[src/hw/rtl/set_assoc_lru_cache_lookup_core_defines.svh]
// Assertion macros used by the top level of the set-associative LRU lookup RTL.
`ifndef SET_ASSOC_LRU_CACHE_LOOKUP_CORE_DEFINES_SVH
`define SET_ASSOC_LRU_CACHE_LOOKUP_CORE_DEFINES_SVH

// Same-cycle implication, sampled on clk, off during reset.
`define SALC_ASSERT_IMP(label, ante, cons, msg) \
	label: assert property (@(posedge clk) disable iff (!arst_n) (ante) |-> (cons)) \
		else $error(msg);

// Next-cycle implication, sampled on clk, off during reset.
`define SALC_ASSERT_NXT(label, ante, cons, msg) \
	label: assert property (@(posedge clk) disable iff (!arst_n) (ante) |=> (cons)) \
		else $error(msg);

`endif

[src/hw/rtl/salc_pkg.sv]
// Shared types and constants of the set-associative LRU lookup.
`default_nettype none

package salc_pkg;

	localparam int ADDR_W       = 32;
	localparam int TAG_W        = 32;
	localparam int CFG_W        = 32;
	localparam int OFF_W        = 5;
	localparam int WAY_OUT_W    = 2;
	localparam int SET_OUT_W    = 6;
	localparam int GATHER_LANES = 4;
	localparam int GATHER_STEPS = ADDR_W / GATHER_LANES;
	localparam int STEP_W       = $clog2(GATHER_STEPS);

	localparam logic [OFF_W-1:0] OFFSET_RESET = 5'd2;
	localparam logic [CFG_W-1:0] MASK_RESET   = 32'd0;

	typedef logic [0:0] cfg_idx_t;
	localparam cfg_idx_t REG_OFFSET_BITS = 1'b0;
	localparam cfg_idx_t REG_INDEX_MASK  = 1'b1;

	typedef enum logic [2:0] {
		ST_CLEAR,
		ST_IDLE,
		ST_GATHER,
		ST_READ,
		ST_LOOK,
		ST_COMMIT
	} state_t;

	typedef struct packed {
		logic clear_wr;
		logic load;
		logic gather;
		logic rd;
		logic look;
		logic commit;
	} cmd_t;

	typedef struct packed {
		logic clear_last;
		logic gather_last;
		logic out_free;
	} status_t;

endpackage

`default_nettype wire

[src/hw/rtl/salc_ctrl.sv]
// Controller state machine of the LRU lookup.
`default_nettype none

module salc_ctrl (
	input  wire logic              clk,
	input  wire logic              arst_n,
	input  wire logic              in_valid,
	output logic                   in_ready,
	input  wire salc_pkg::status_t status,
	output salc_pkg::cmd_t         cmd
);

	salc_pkg::state_t state_q;
	salc_pkg::state_t state_d;

	always_ff @(posedge clk or negedge arst_n) begin
		if (!arst_n) begin
			state_q <= salc_pkg::ST_CLEAR;
		end else begin
			state_q <= state_d;
		end
	end

	always_comb begin
		state_d  = state_q;
		cmd      = '0;
		in_ready = 1'b0;
		case (state_q)
			salc_pkg::ST_CLEAR: begin
				cmd.clear_wr = 1'b1;
				if (status.clear_last) begin
					state_d = salc_pkg::ST_IDLE;
				end
			end
			salc_pkg::ST_IDLE: begin
				in_ready = 1'b1;
				if (in_valid) begin
					cmd.load = 1'b1;
					state_d  = salc_pkg::ST_GATHER;
				end
			end
			salc_pkg::ST_GATHER: begin
				cmd.gather = 1'b1;
				if (status.gather_last) begin
					state_d = salc_pkg::ST_READ;
				end
			end
			salc_pkg::ST_READ: begin
				cmd.rd  = 1'b1;
				state_d = salc_pkg::ST_LOOK;
			end
			salc_pkg::ST_LOOK: begin
				cmd.look = 1'b1;
				state_d  = salc_pkg::ST_COMMIT;
			end
			salc_pkg::ST_COMMIT: begin
				// hold until the result register can take the item
				if (status.out_free) begin
					cmd.commit = 1'b1;
					state_d    = salc_pkg::ST_IDLE;
				end
			end
			default: begin
				state_d = salc_pkg::ST_CLEAR;
			end
		endcase
	end

endmodule

`default_nettype wire

[config.mk]
export PLATFORM = sky130hd
export DESIGN_NAME = salc_ctrl
export DESIGN_NICKNAME = d
export VERILOG_FILES = /design/src/hw/rtl/set_assoc_lru_cache_lookup_core_defines.svh /design/src/hw/rtl/salc_pkg.sv /design/src/hw/rtl/salc_ctrl.sv
export SDC_FILE = /design/constraint.sdc
export NUM_CORES = 1
export LEC_CHECK = 0
export BUFFER_PORTS_ARGS = -buffer_cell sky130_fd_sc_hd__buf_2
export CORE_AREA = 2 2 39 41
export CTS_BUF_LIST = sky130_fd_sc_hd__clkbuf_8
export DETAILED_ROUTE_END_ITERATION = 16
export DIE_AREA = 0 0 41 43
export PLACE_DENSITY = 0.47
export SETUP_SLACK_MARGIN = 0.15
export SLEW_MARGIN = 20
export SYNTH_ARGS = -nofsm -noshare
export SYNTH_HDL_FRONTEND = slang
export SYNTH_SLANG_ARGS = --single-unit
[constraint.sdc]
create_clock -name clk -period 1.9 [get_ports clk]
set_input_delay 0.38 -clock clk [delete_from_list [all_inputs] [get_ports clk]]
set_output_delay 0.38 -clock clk [all_outputs]
set_load 0.01 [all_outputs]
==> flow_summary.ini <==
[sta]
setup_tns_ns = 0
max-slew-margin-rel = 0.768
skew_ns = 0.000723
setup_viol = 0
fin_crit_ns = 1.64
finalCritPeriodShare = 0.861
slew_violations = 0
hold_viol_final = 0
clock.fmax_mhz = 611
holdWs_ns = 0.436
tightest_slew_ns = 0.348
rsz0062_at_grt = false

[yosys]
syn_area_um2 = 215
syn_inst = 24
synth_seq_cells = 3
ys_types = 18
syn_area_per_cell_um2 = 8.97
yosys_warnings = 0
seq_area_frac_synth = 0.349
synth_fp_nets = 30

[floorplanning]
core-area_um2 = 1380
start_util = 0.156
ioPinCount = 13
die_y_um = 43
rows = 14
fp.dieArea_um2 = 1760
fp.dieW_um = 41

[hold_path]
holdCritPathClass = primary input to register

[global_routing]
grt-ovfl-total = 0
grt_pass1_vias = 211
antenna_found_initial = 0
grt_pass1_wl_um = 834
grt_max_degree = 11
grt_usage = 0.0814

[cells_and_area]
reg.largest.list = state_q (3)
fillers = 158
largest_register_ffs = 3
regMostFlops = state_q
final_nets = 46
diodes = 0
drive_above_1_share = 0.513
multi_input_area_um2 = 118
syn2layout_area_growth_pct = 56.4
seqCellArea_um2 = 76.3
finalInstanceArea_um2 = 337

[route]
firstDrtPassIters = 1
ant_nets = 0
vias_per_cell = 3.95
drt_iter0_markers = 0
detail_route.wl_per_cell_um = 8.98
vias = 217
drc = 0
routed_wl_um = 494

[clock_network]
cts_sinks = 3
cts_tree = done
root_buffer = clkbuf_8
clock_latency_ns = 0.22
clk_pin_slew_worst_paths_ns = 0.03
cts_max_level = 1
clockBufferDepth = 2
numCtsBuffers = 3
cts_setup_buffers = 0

[pwr]
power.switching_mw = 0.197
p_per_area_nw_per_um2 = 1620
seqPwrFrac = 0.281
netSwitchingFraction = 0.362
ir_drop_mv = 0.529
comb_power_share = 0.388
internal-power_mw = 0.347
p_clk_frac = 0.331
leakage_nw = 0.178

[setup_path]
arrival_ns = 1.26
required_ns = 1.52
cp_max_fo = 9
endpoint_kind = output pin
ff2ff_setup_slack_ns = 0.81
path_class = register to output pin
worstSetupStartpointType = register

[flow_run]
drv_cap = 0

[run_status]
status = completed

[placed_design]
placed_cell_area_um2 = 280
finalWeightedCongestion = 0.622
place_hpwl_um = 365
numPortBuffers = 12
==> cells by family (layout without fill, tap and decap cells) <==
group,Yosys count,count (layout),share of synthesized area
buffers and inverters,4,19,0.105
flip-flops,3,3,0.349
AND/OR/NAND/NOR,12,12,0.407
AO/OA/AOI/OAI,5,5,0.140
==> final cells by class <==
cell class,instances,share of cell area
multi-input combinational,17,0.349
sequential,3,0.227
timing repair buffer,13,0.208
clock buffer,3,0.123
tap,16,0.0595
inverter,2,0.0223
clock inverter,1,0.0112
==> through the flow <==
stage	util	power (mW)	setup WS, ns	cells
6_report	0.243	0.544	0.264	55
4_1_cts	0.242	0.550	0.205	55
3_3_place_gp	0.203	0.363	0.457	50
3_5_place_dp	0.203	0.363	0.449	50
5_1_grt	0.243	0.595	0.161	55
2_1_floorplan	-	0.311	0.571	24
==> synth_stat cells <==
master | count | area (um^2)
a31o_1 | 1 | 8.76
o22ai_1 | 1 | 6.26
inv_1 | 1 | 3.75
nor2b_1 | 1 | 6.26
nor2_1 | 1 | 3.75
nor3_1 | 2 | 10.0
and3b_1 | 1 | 8.76
inv_2 | 1 | 3.75
nor3b_2 | 1 | 12.5
nor3b_1 | 1 | 7.51
and2_1 | 1 | 6.26
nor2b_2 | 1 | 8.76
and3_1 | 1 | 6.26
buf_4 | 2 | 15.0
nor2b_4 | 1 | 13.8
a21oi_1 | 3 | 15.0
nand2_1 | 1 | 3.75
dfrtp_1 | 3 | 75.1
==> path summary, 6_finish.rpt <==
path	to	cells after the start	from
setup / recovery	cmd[4]	4	state_q[0]
hold / removal	state_q[1]	3	in_valid
setup reg to reg	state_q[0]	3	state_q[2]
hold reg to reg	state_q[0]	1	state_q[0]
max in group asynchronous	state_q[0]	2	arst_n
min in group asynchronous	state_q[2]	2	arst_n
==> power groups by stage <==
stage | Sequential, mW | Combinational [mW] | Clock [mW]
after floorplan | 0.106 | 0.204 | 0
after global placement | 0.150 | 0.213 | 0
after detailed placement | 0.150 | 0.212 | 0
after CTS | 0.150 | 0.215 | 0.185
after global routing | 0.163 | 0.239 | 0.193
final | 0.153 | 0.211 | 0.180
==> routing by layer <==
metal / GRT usage / vias up / routed length [um]
li1: - / 111 / -
met2: 0.0906 / 9 / 217
met3: 0.0471 / 4 / 34
met1: 0.0806 / 93 / 211
met5: 0 / - / 0
met4: 0.120 / 0 / 31
==> worst max-delay path, stage by stage (launching register included) <==
cell and delay, ns:
dfrtp_2 0.45, nor2b_2 0.18, nor2b_4 0.13, and2_1 0.15
buf_2 0.13
==> layout by cell type (no fill, tap or decap) <==
master / count
inv_1: 2
and3b_1: 1
dfrtp_1: 2
nor2b_4: 1
nor2_1: 1
a31o_1: 1
o22ai_1: 1
nor3_1: 2
dfrtp_2: 1
nand2_1: 1
dlygate4sd3_1: 1
clkbuf_8: 3
nor3b_1: 1
buf_2: 12
and3_1: 1
nor3b_2: 1
inv_2: 1
nor2b_2: 1
and2_1: 1
nor2b_1: 1
a21oi_1: 3
==> repair_timing <==
action                     in CTS  in global routing
setup endpoints to repair       0                  1
hold buffers                    1                  0
gates resized for setup         0                  1
hold endpoints to repair        3                  0
No activity file was read; power rests on OpenSTA's default activity.
